--- src/rtl/core/aba_pkg.sv ---
package aba_pkg;

   // sizing
   localparam int unsigned NUM_RESOURCES = 4;
   localparam int unsigned RES_W         = 2;
   localparam int unsigned ADDR_WIDTH    = 32;
   localparam int unsigned SIZE_W        = 32;
   localparam int unsigned ALIGN_W       = 16;
   localparam int unsigned CSR_IDX_W     = 3;
   localparam int unsigned DIV_CNT_W     = $clog2(ADDR_WIDTH);

   // operation codes
   localparam logic FUNC_ALLOC   = 1'b0;
   localparam logic FUNC_RELEASE = 1'b1;

   // result status codes
   localparam logic STATUS_OK       = 1'b0;
   localparam logic STATUS_OVERFLOW = 1'b1;

   // register bank select (top bit of the register index)
   localparam logic BANK_CAPACITY = 1'b0;
   localparam logic BANK_RESERVED = 1'b1;

   typedef struct packed {
      logic               func;
      logic [RES_W-1:0]   resource;
      logic [SIZE_W-1:0]  size_bytes;
      logic [ALIGN_W-1:0] alignment;
   } req_type;

   typedef struct packed {
      logic                  status;
      logic [ADDR_WIDTH-1:0] granted_address;
      logic [ADDR_WIDTH-1:0] next_free;
      logic [ADDR_WIDTH-1:0] bytes_in_use;
   } rsp_type;

   // controller to datapath
   typedef struct packed {
      logic load;
      logic div_step;
      logic align;
      logic sum;
      logic commit;
   } ctrl_cmd_type;

   // datapath to controller
   typedef struct packed {
      logic skip_div;
   } dp_status_type;

endpackage

--- src/rtl/core/aba_ctrl.sv ---
module aba_ctrl (
   input  logic                   clock,
   input  logic                   reset,
   input  logic                   start,
   input  aba_pkg::dp_status_type status,
   output aba_pkg::ctrl_cmd_type  cmd,
   output logic                   busy,
   output logic                   rsp_valid
);

   typedef enum logic [4:0] {
      ST_IDLE   = 5'b00001,
      ST_DIV    = 5'b00010,
      ST_ALIGN  = 5'b00100,
      ST_SUM    = 5'b01000,
      ST_COMMIT = 5'b10000
   } state_type;

   localparam logic [aba_pkg::DIV_CNT_W-1:0] CNT_LAST = aba_pkg::DIV_CNT_W'(aba_pkg::ADDR_WIDTH - 1);

   state_type                     state_ff, state_in;
   logic [aba_pkg::DIV_CNT_W-1:0] cnt_ff, cnt_in;
   logic                          rsp_valid_ff, rsp_valid_in;

   // next state and commands
   always_comb begin
      state_in = state_ff;
      cnt_in   = cnt_ff;
      cmd      = '0;
      unique case (state_ff)
         ST_IDLE: begin
            if (start) begin
               cmd.load = 1'b1;
               cnt_in   = '0;
               state_in = ST_DIV;
            end
         end
         ST_DIV: begin
            if (status.skip_div) begin
               state_in = ST_ALIGN;
            end else begin
               cmd.div_step = 1'b1;
               cnt_in       = cnt_ff + 1'b1;
               if (cnt_ff == CNT_LAST) begin
                  state_in = ST_ALIGN;
               end
            end
         end
         ST_ALIGN: begin
            cmd.align = 1'b1;
            state_in  = ST_SUM;
         end
         ST_SUM: begin
            cmd.sum  = 1'b1;
            state_in = ST_COMMIT;
         end
         ST_COMMIT: begin
            cmd.commit = 1'b1;
            state_in   = ST_IDLE;
         end
         default: begin
            state_in = ST_IDLE;
         end
      endcase
   end

   assign rsp_valid_in = (state_ff == ST_COMMIT);

   // control registers
   always_ff @(posedge clock) begin
      if (reset) begin
         state_ff     <= ST_IDLE;
         cnt_ff       <= '0;
         rsp_valid_ff <= 1'b0;
      end else begin
         state_ff     <= state_in;
         cnt_ff       <= cnt_in;
         rsp_valid_ff <= rsp_valid_in;
      end
   end

   assign busy      = (state_ff != ST_IDLE);
   assign rsp_valid = rsp_valid_ff;

   // a load always enters the divide phase
   a_load_to_div: assert property (@(posedge clock) disable iff (reset)
      cmd.load |=> state_ff == ST_DIV)
      else $error("load did not enter divide phase");

   // commit is followed by the strobe and a return to idle
   a_commit_strobe: assert property (@(posedge clock) disable iff (reset)
      cmd.commit |=> rsp_valid && state_ff == ST_IDLE)
      else $error("commit not followed by result strobe");

   // no divide step once the datapath asked to skip
   a_skip_no_step: assert property (@(posedge clock) disable iff (reset)
      status.skip_div |-> !cmd.div_step)
      else $error("divide step while skip requested");

endmodule

--- src/rtl/core/aba_dp.sv ---
module aba_dp (
   input  logic                                clock,
   input  logic                                reset,
   input  aba_pkg::ctrl_cmd_type               cmd,
   output aba_pkg::dp_status_type              status,
   input  aba_pkg::req_type                    req_data,
   output aba_pkg::rsp_type                    rsp_data,
   input  logic                                csr_write,
   input  logic [aba_pkg::CSR_IDX_W-1:0]       csr_index,
   input  logic [aba_pkg::ADDR_WIDTH-1:0]      csr_data
);

   localparam int unsigned AW = aba_pkg::ADDR_WIDTH;
   localparam int unsigned LW = aba_pkg::ALIGN_W;

   // per-resource state
   logic [AW-1:0] next_ptr_ff [aba_pkg::NUM_RESOURCES];
   logic [AW-1:0] cap_ff      [aba_pkg::NUM_RESOURCES];
   logic [AW-1:0] rsv_ff      [aba_pkg::NUM_RESOURCES];

   // request working registers
   aba_pkg::req_type req_ff;
   logic [AW-1:0]    cur_ptr_ff;
   logic [AW-1:0]    dvd_ff, dvd_in;
   logic [LW-1:0]    rem_ff, rem_in;
   logic [AW:0]      aligned_ff, aligned_in;
   logic [AW+1:0]    end_ff, end_in;
   logic             fits_ff, fits_in;
   aba_pkg::rsp_type rsp_ff, rsp_in;

   logic [LW:0]                   shifted;
   logic                          rem_ge;
   logic                          no_align;
   logic                          in_range;
   logic [aba_pkg::RES_W-1:0]     res;
   logic [aba_pkg::RES_W-1:0]     csr_res;
   logic [AW-1:0]                 cur_rsv;

   assign res      = req_ff.resource;
   assign csr_res  = csr_index[aba_pkg::RES_W-1:0];
   assign cur_rsv  = rsv_ff[res];
   assign no_align = (req_ff.alignment <= LW'(1));
   assign in_range = ({1'b0, res} < (aba_pkg::RES_W + 1)'(aba_pkg::NUM_RESOURCES));

   assign status.skip_div = no_align || (req_ff.func == aba_pkg::FUNC_RELEASE) || !in_range;

   // one restoring divide step: remainder of pointer by alignment
   assign shifted = {rem_ff, dvd_ff[AW-1]};
   assign rem_ge  = (shifted >= {1'b0, req_ff.alignment});
   assign rem_in  = rem_ge ? LW'(shifted - {1'b0, req_ff.alignment}) : shifted[LW-1:0];
   assign dvd_in  = {dvd_ff[AW-2:0], 1'b0};

   // round pointer up to the alignment
   assign aligned_in = (no_align || rem_ff == '0)
                     ? {1'b0, cur_ptr_ff}
                     : {1'b0, cur_ptr_ff} + (AW + 1)'(req_ff.alignment - rem_ff);

   // end of the new block and capacity check
   assign end_in  = {1'b0, aligned_ff} + (AW + 2)'(req_ff.size_bytes);
   assign fits_in = (end_in <= {2'b00, cap_ff[res]});

   // result formation
   always_comb begin
      rsp_in = '0;
      if (!in_range) begin
         rsp_in.status = aba_pkg::STATUS_OVERFLOW;
      end else if (req_ff.func == aba_pkg::FUNC_RELEASE) begin
         rsp_in.status    = aba_pkg::STATUS_OK;
         rsp_in.next_free = cur_rsv;
      end else if (!fits_ff) begin
         rsp_in.status       = aba_pkg::STATUS_OVERFLOW;
         rsp_in.next_free    = cur_ptr_ff;
         rsp_in.bytes_in_use = cur_ptr_ff - cur_rsv;
      end else begin
         rsp_in.status          = aba_pkg::STATUS_OK;
         rsp_in.granted_address = aligned_ff[AW-1:0];
         rsp_in.next_free       = end_ff[AW-1:0];
         rsp_in.bytes_in_use    = end_ff[AW-1:0] - cur_rsv;
      end
   end

   // working registers
   always_ff @(posedge clock) begin
      if (cmd.load) begin
         req_ff     <= req_data;
         cur_ptr_ff <= next_ptr_ff[req_data.resource];
         dvd_ff     <= next_ptr_ff[req_data.resource];
         rem_ff     <= '0;
      end
      if (cmd.div_step) begin
         dvd_ff <= dvd_in;
         rem_ff <= rem_in;
      end
      if (cmd.align) begin
         aligned_ff <= aligned_in;
      end
      if (cmd.sum) begin
         end_ff  <= end_in;
         fits_ff <= fits_in;
      end
      if (cmd.commit) begin
         rsp_ff <= rsp_in;
      end
   end

   // register file and pointers
   always_ff @(posedge clock) begin
      if (reset) begin
         for (int i = 0; i < aba_pkg::NUM_RESOURCES; i++) begin
            next_ptr_ff[i] <= '0;
            cap_ff[i]      <= '0;
            rsv_ff[i]      <= '0;
         end
      end else begin
         if (csr_write) begin
            if (csr_index[aba_pkg::CSR_IDX_W-1] == aba_pkg::BANK_CAPACITY) begin
               cap_ff[csr_res] <= csr_data;
            end else begin
               rsv_ff[csr_res]      <= csr_data;
               next_ptr_ff[csr_res] <= csr_data;
            end
         end
         if (cmd.commit && in_range) begin
            if (req_ff.func == aba_pkg::FUNC_RELEASE) begin
               next_ptr_ff[res] <= cur_rsv;
            end else if (fits_ff) begin
               next_ptr_ff[res] <= end_ff[AW-1:0];
            end
         end
      end
   end

   assign rsp_data = rsp_ff;

   // remainder stays below the divisor while dividing
   a_rem_bound: assert property (@(posedge clock) disable iff (reset)
      cmd.div_step |-> rem_ff < req_ff.alignment)
      else $error("remainder not below alignment");

   // a granted block never starts below the pointer it came from
   a_aligned_up: assert property (@(posedge clock) disable iff (reset)
      cmd.sum |-> aligned_ff >= {1'b0, cur_ptr_ff})
      else $error("aligned address below pointer");

   // a fitting allocate moves the pointer to the block end
   a_ptr_advance: assert property (@(posedge clock) disable iff (reset)
      cmd.commit && in_range && req_ff.func == aba_pkg::FUNC_ALLOC && fits_ff
      |=> next_ptr_ff[res] == end_ff[AW-1:0])
      else $error("pointer not advanced after grant");

endmodule

--- src/rtl/core/aligned_bump_allocator.sv ---
// Bump-pointer allocator over four memory resources with arbitrary alignment.
// A request is taken when start is high and busy is low; exactly one result
// follows, shown on rsp_data for a single cycle marked by rsp_valid, and it
// must be captured then since the block cannot be stalled. An allocate whose
// alignment is 2 or more first runs a 32-step restoring divider that forms the
// pointer remainder one bit per cycle; a release, or an allocate with alignment
// 0 or 1, skips the divider and moves straight on to the align step.
// busy drops in the cycle the result is shown, so a new request may be taken
// then. Registers 0..3 set the capacities, 4..7 the reserved bases; writing a
// reserved base also returns that resource's pointer to it. csr_ready is
// always high; write registers only while busy is low.
module aligned_bump_allocator (
   input  logic                            clock,
   input  logic                            reset,
   input  logic                            start,
   output logic                            busy,
   input  aba_pkg::req_type                req_data,
   output logic                            rsp_valid,
   output aba_pkg::rsp_type                rsp_data,
   input  logic                            csr_valid,
   output logic                            csr_ready,
   input  logic [aba_pkg::CSR_IDX_W-1:0]   csr_index,
   input  logic [aba_pkg::ADDR_WIDTH-1:0]  csr_data
);

   aba_pkg::ctrl_cmd_type  cmd;
   aba_pkg::dp_status_type status;
   logic                   csr_write;

   // register writes are always taken
   assign csr_ready = 1'b1;
   assign csr_write = csr_valid && csr_ready;

   aba_ctrl u_ctrl (
      .clock     (clock),
      .reset     (reset),
      .start     (start),
      .status    (status),
      .cmd       (cmd),
      .busy      (busy),
      .rsp_valid (rsp_valid)
   );

   aba_dp u_dp (
      .clock     (clock),
      .reset     (reset),
      .cmd       (cmd),
      .status    (status),
      .req_data  (req_data),
      .rsp_data  (rsp_data),
      .csr_write (csr_write),
      .csr_index (csr_index),
      .csr_data  (csr_data)
   );

   // an accepted request makes the block busy
   a_start_busy: assert property (@(posedge clock) disable iff (reset)
      start && !busy |=> busy)
      else $error("busy not raised after transfer");

   // result strobe lasts one cycle
   a_strobe_pulse: assert property (@(posedge clock) disable iff (reset)
      rsp_valid |=> !rsp_valid)
      else $error("result strobe longer than one cycle");

   // overflow never grants an address
   a_overflow_zero: assert property (@(posedge clock) disable iff (reset)
      rsp_valid && rsp_data.status == aba_pkg::STATUS_OVERFLOW
      |-> rsp_data.granted_address == '0)
      else $error("overflow result with nonzero address");

endmodule

--- config.mk ---
export PLATFORM = sky130hd
export DESIGN_NAME = aligned_bump_allocator
export DESIGN_NICKNAME = d
export VERILOG_FILES = /design/src/rtl/core/aba_pkg.sv /design/src/rtl/core/aba_ctrl.sv /design/src/rtl/core/aba_dp.sv /design/src/rtl/core/aligned_bump_allocator.sv
export SDC_FILE = /design/constraint.sdc
export NUM_CORES = 1
export LEC_CHECK = 0
export BUFFER_PORTS_ARGS = -buffer_cell sky130_fd_sc_hd__buf_2
export CORE_MARGIN = 2
export CORE_UTILIZATION = 54
export DETAILED_ROUTE_END_ITERATION = 7
export HOLD_SLACK_MARGIN = 0.06
export PLACE_DENSITY = 0.68
export SLEW_MARGIN = 20
export SYNTH_ARGS = -nofsm -noshare
export SYNTH_HDL_FRONTEND = slang
export SYNTH_SLANG_ARGS = --single-unit
--- constraint.sdc ---
create_clock -name clock -period 6.2 [get_ports clock]
set_clock_uncertainty 0.2 [all_clocks]
set_input_delay 0.31 -clock clock [delete_from_list [all_inputs] [get_ports clock]]
set_output_delay 0.31 -clock clock [all_outputs]
set_load 0.005 [all_outputs]
==> flow_metrics.tcl <==
set metrics [dict create \
    status "finished clean" \
    grt_pass1_wl_um 144000 \
    synth.area.top_cells "edfxtp_1 (57%), mux4_2 (6.1%), ha_1 (5.7%)" \
    die_h_um 260 \
    antenna_found_initial 3 \
    area_growth_pct 14.6 \
    cts_setup_buffers 0 \
    dieArea_um2 67700 \
    synth.distinct_cells 83 \
    start_util 0.548 \
    fillers 4955 \
    drtIter0Drc 2429 \
    yosysTopAreaCell "edfxtp_1" \
    worst-endpoint-arrival_ns 5.38 \
    cp-start-kind "flop" \
    fmax_ghz 0.190 \
    ioPinCount 190 \
    post-route-period-util 0.847 \
    power.internal_mw 9.25 \
    p_clk_frac 0.348 \
    syn_inst 2787 \
    required_ns 6.33 \
    grt_use_total 0.286 \
    setup_viol 0 \
    worst_slew_pin_slew_ns 1.05 \
    final-instance-count-excl-fill 3960 \
    gp_congestion 0.950 \
    dp_cells 3739 \
    place_hpwl_um 66200 \
    final_common_cell "edfxtp_1" \
    final_cell_mix "edfxtp_1 (677), nand2_1 (229), and2_1 (227), o21ai_0 (207), buf_2 (188)" \
    cts_buffers 77 \
    slew_viol_final 0 \
    synth_edf_count 677 \
    final_nets 3302 \
    syn_area_um2 35500 \
    ys_ff_latch 691 \
    combPwrFrac 0.215 \
    drcViolationCount 0 \
    setup_tns_ns 0 \
    regArea_um2 20600 \
    fin_area_um2 40600 \
    placed_area_um2 37300 \
    finalCriticalPeriod_ns 5.25 \
    power.switching_mw 3.71 \
    layout-drive-gt1-share 0.165 \
    rrSetupSlack_ns 0.95 \
    wl_um 96100 \
    end_kind "flop" \
    synth_area_per_cell_um2 12.7 \
    core_um2 64700 \
    clock-sinks 691 \
    vias 24100 \
    clkSlewWorstSetupHoldPaths_ns 0.06 \
    hold_path.class "in2reg" \
    root_buffer "clkbuf_16" \
    port_buffers 188 \
    ant_nets 0 \
    synth_fp_nets 3043 \
    via_per_inst 6.07 \
    max_slew_margin 0.302 \
    grt_pass1_vias 23600 \
    h-tree-depth 3 \
    crit_fanout 13 \
    synth_seq_area_share 0.581 \
    multi_input_area_um2 13900 \
    first_pass_iters 6 \
    ir_worst_vdd_v 0.000187 \
    wire_per_inst_um 24.3 \
    overflow 0 \
    switching_share 0.286 \
    synth_warnings 0 \
    rsz0062_at_grt "no" \
    worstSetupPathType "reg2reg" \
    row_count 93 \
    clk_path_buf_depth 3 \
    antennaDiodeCount 0 \
    holdWs_ns 0.116 \
    synth-async-reset-ratio 0 \
    cts_tree "yes" \
    hold_violations 0 \
    clock_latency_ns 0.62 \
    ys.flop_type "edfxtp_1" \
    cap_violations 0 \
    grt_max_degree 75 \
    p_seq_frac 0.437 \
    powerDensity_nw_per_um2 319 \
    die_w_um 260 \
    finalPower_mw 13.0 \
    p_leak_nw 15.4 \
    yosys.area.top_type_share 0.573 \
]
## cells in the mapped netlist, drive strengths merged (4+ instances only)
cell and count:
o31ai 4, a211oi 27, a41oi 4, a2111oi 4, ha 161, and3 74
o31a 7, and2 228, nand4 16, edfxtp 677, nand3b 4, a21o 50
nor3 27, xnor2 67, clkbuf 109, nand3 28, nor4 9, a31oi 9
a22o 31, o21a 14, o21ai 216, or3 9, or2 7, a31o 5
o211ai 5, mux2i 44, mux4 96, fa 5, nand2b 17, or4 5
buf 19, inv 130, mux2 38, xor2 36, a21oi 133, o21bai 21
a21boi 8, nor2 135, dfxtp 14, nand2 233, nor2b 21
## kinds of logic after synthesis
| kind of cell | synth area share |
|---|---|
| adders and majority gates | 0.0596 |
| DFF | 0.581 |
| AOI/OAI and AO/OA | 0.101 |
| muxes | 0.0857 |
| buffers and inverters | 0.0278 |
| and+or+nand+nor | 0.119 |
| xor gates and xnor gates | 0.0254 |
| other | 0.000106 |
## per-stage QoR
| stage | worst slack [ns] | utilization |
|---|---|---|
| after detailed placement | 0.975 | 0.577 |
| after global placement | 1.02 | 0.577 |
| final | 0.948 | 0.628 |
| after CTS | 0.964 | 0.628 |
| after floorplan | 1.21 | - |
| after global routing | 0.581 | 0.628 |
## what timing repair did
action | CTS | global route
hold endpoints to repair | 419 | 0
hold buffers | 83 | 0
resized for setup | 0 | 0
## layer usage
layer	up-vias	wire (um)	global-route usage
li1	10900	-	-
met4	2	2780	0.0986
met5	-	13	0
met3	136	9680	0.0653
met2	1139	42800	0.427
met1	11900	40900	0.415
## flip-flops by register name, indices dropped and copies added (netlist names), named ones only
register,flops
u_dp.dvd_ff,32
u_dp.cap_ff,128
u_dp.aligned_ff,33
u_dp.rem_ff,16
u_ctrl.cnt_ff,5
u_dp.req_ff,49
u_dp.cur_ptr_ff,32
u_dp.end_ff,32
u_dp.next_ptr_ff,128
u_dp.rsp_data,97
u_ctrl.rsp_valid,1
u_ctrl.state_ff,5
u_dp.rsv_ff,128
u_dp.fits_ff,1
u_dp.res,2
## final timing paths
check	startpoint	end	cells past startpoint
worst max-delay path	u_dp.rem_ff[8]$_SDFFCE_PN0P_	u_dp.aligned_ff[31]$_DFFE_PP_	18
worst min-delay path	req_data[49]	flop	4
worst max register to register	u_dp.rem_ff[8]$_SDFFCE_PN0P_	u_dp.aligned_ff[31]$_DFFE_PP_	18
worst min register to register	u_ctrl.cnt_ff[4]$_SDFFE_PP0P_	u_ctrl.cnt_ff[4]$_SDFFE_PP0P_	2
## power by group through the flow
| stage | logic (mW) | registers [mW] | clock network (mW) |
|---|---|---|---|
| after floorplan | 1.90 | 5.67 | 0 |
| after global placement | 2.66 | 5.73 | 0 |
| after detailed placement | 2.70 | 5.75 | 0 |
| after CTS | 2.76 | 5.65 | 4.56 |
| after global routing | 3.05 | 5.68 | 4.75 |
| final | 2.79 | 5.65 | 4.51 |
## area by class of cell
type / instances / area share
Clock buffer: 106 / 0.0511
Clock inverter: 32 / 0.00936
Inverter: 130 / 0.0121
Multi-Input combinational cell: 1838 / 0.343
Sequential cell: 691 / 0.507
Tap cell: 855 / 0.0263
Timing Repair Buffer: 308 / 0.0508
## worst max-delay path: stages, from the launching register on
cell,delay (ns)
edfxtp_1,0.39
inv_1,0.06
ha_1,0.36
a21o_1,0.18
a21o_1,0.18
a21o_1,0.20
nor2b_1,0.13
a21oi_1,0.20
a31oi_1,0.14
o22ai_1,0.68
buf_4,0.34
ha_1,0.22
nand4_1,0.15
or4_1,0.55
o221a_2,0.31
o221ai_2,0.27
a21boi_0,0.17
xnor2_1,0.16
o21ai_0,0.08
(Power assumes the default switching activity.)
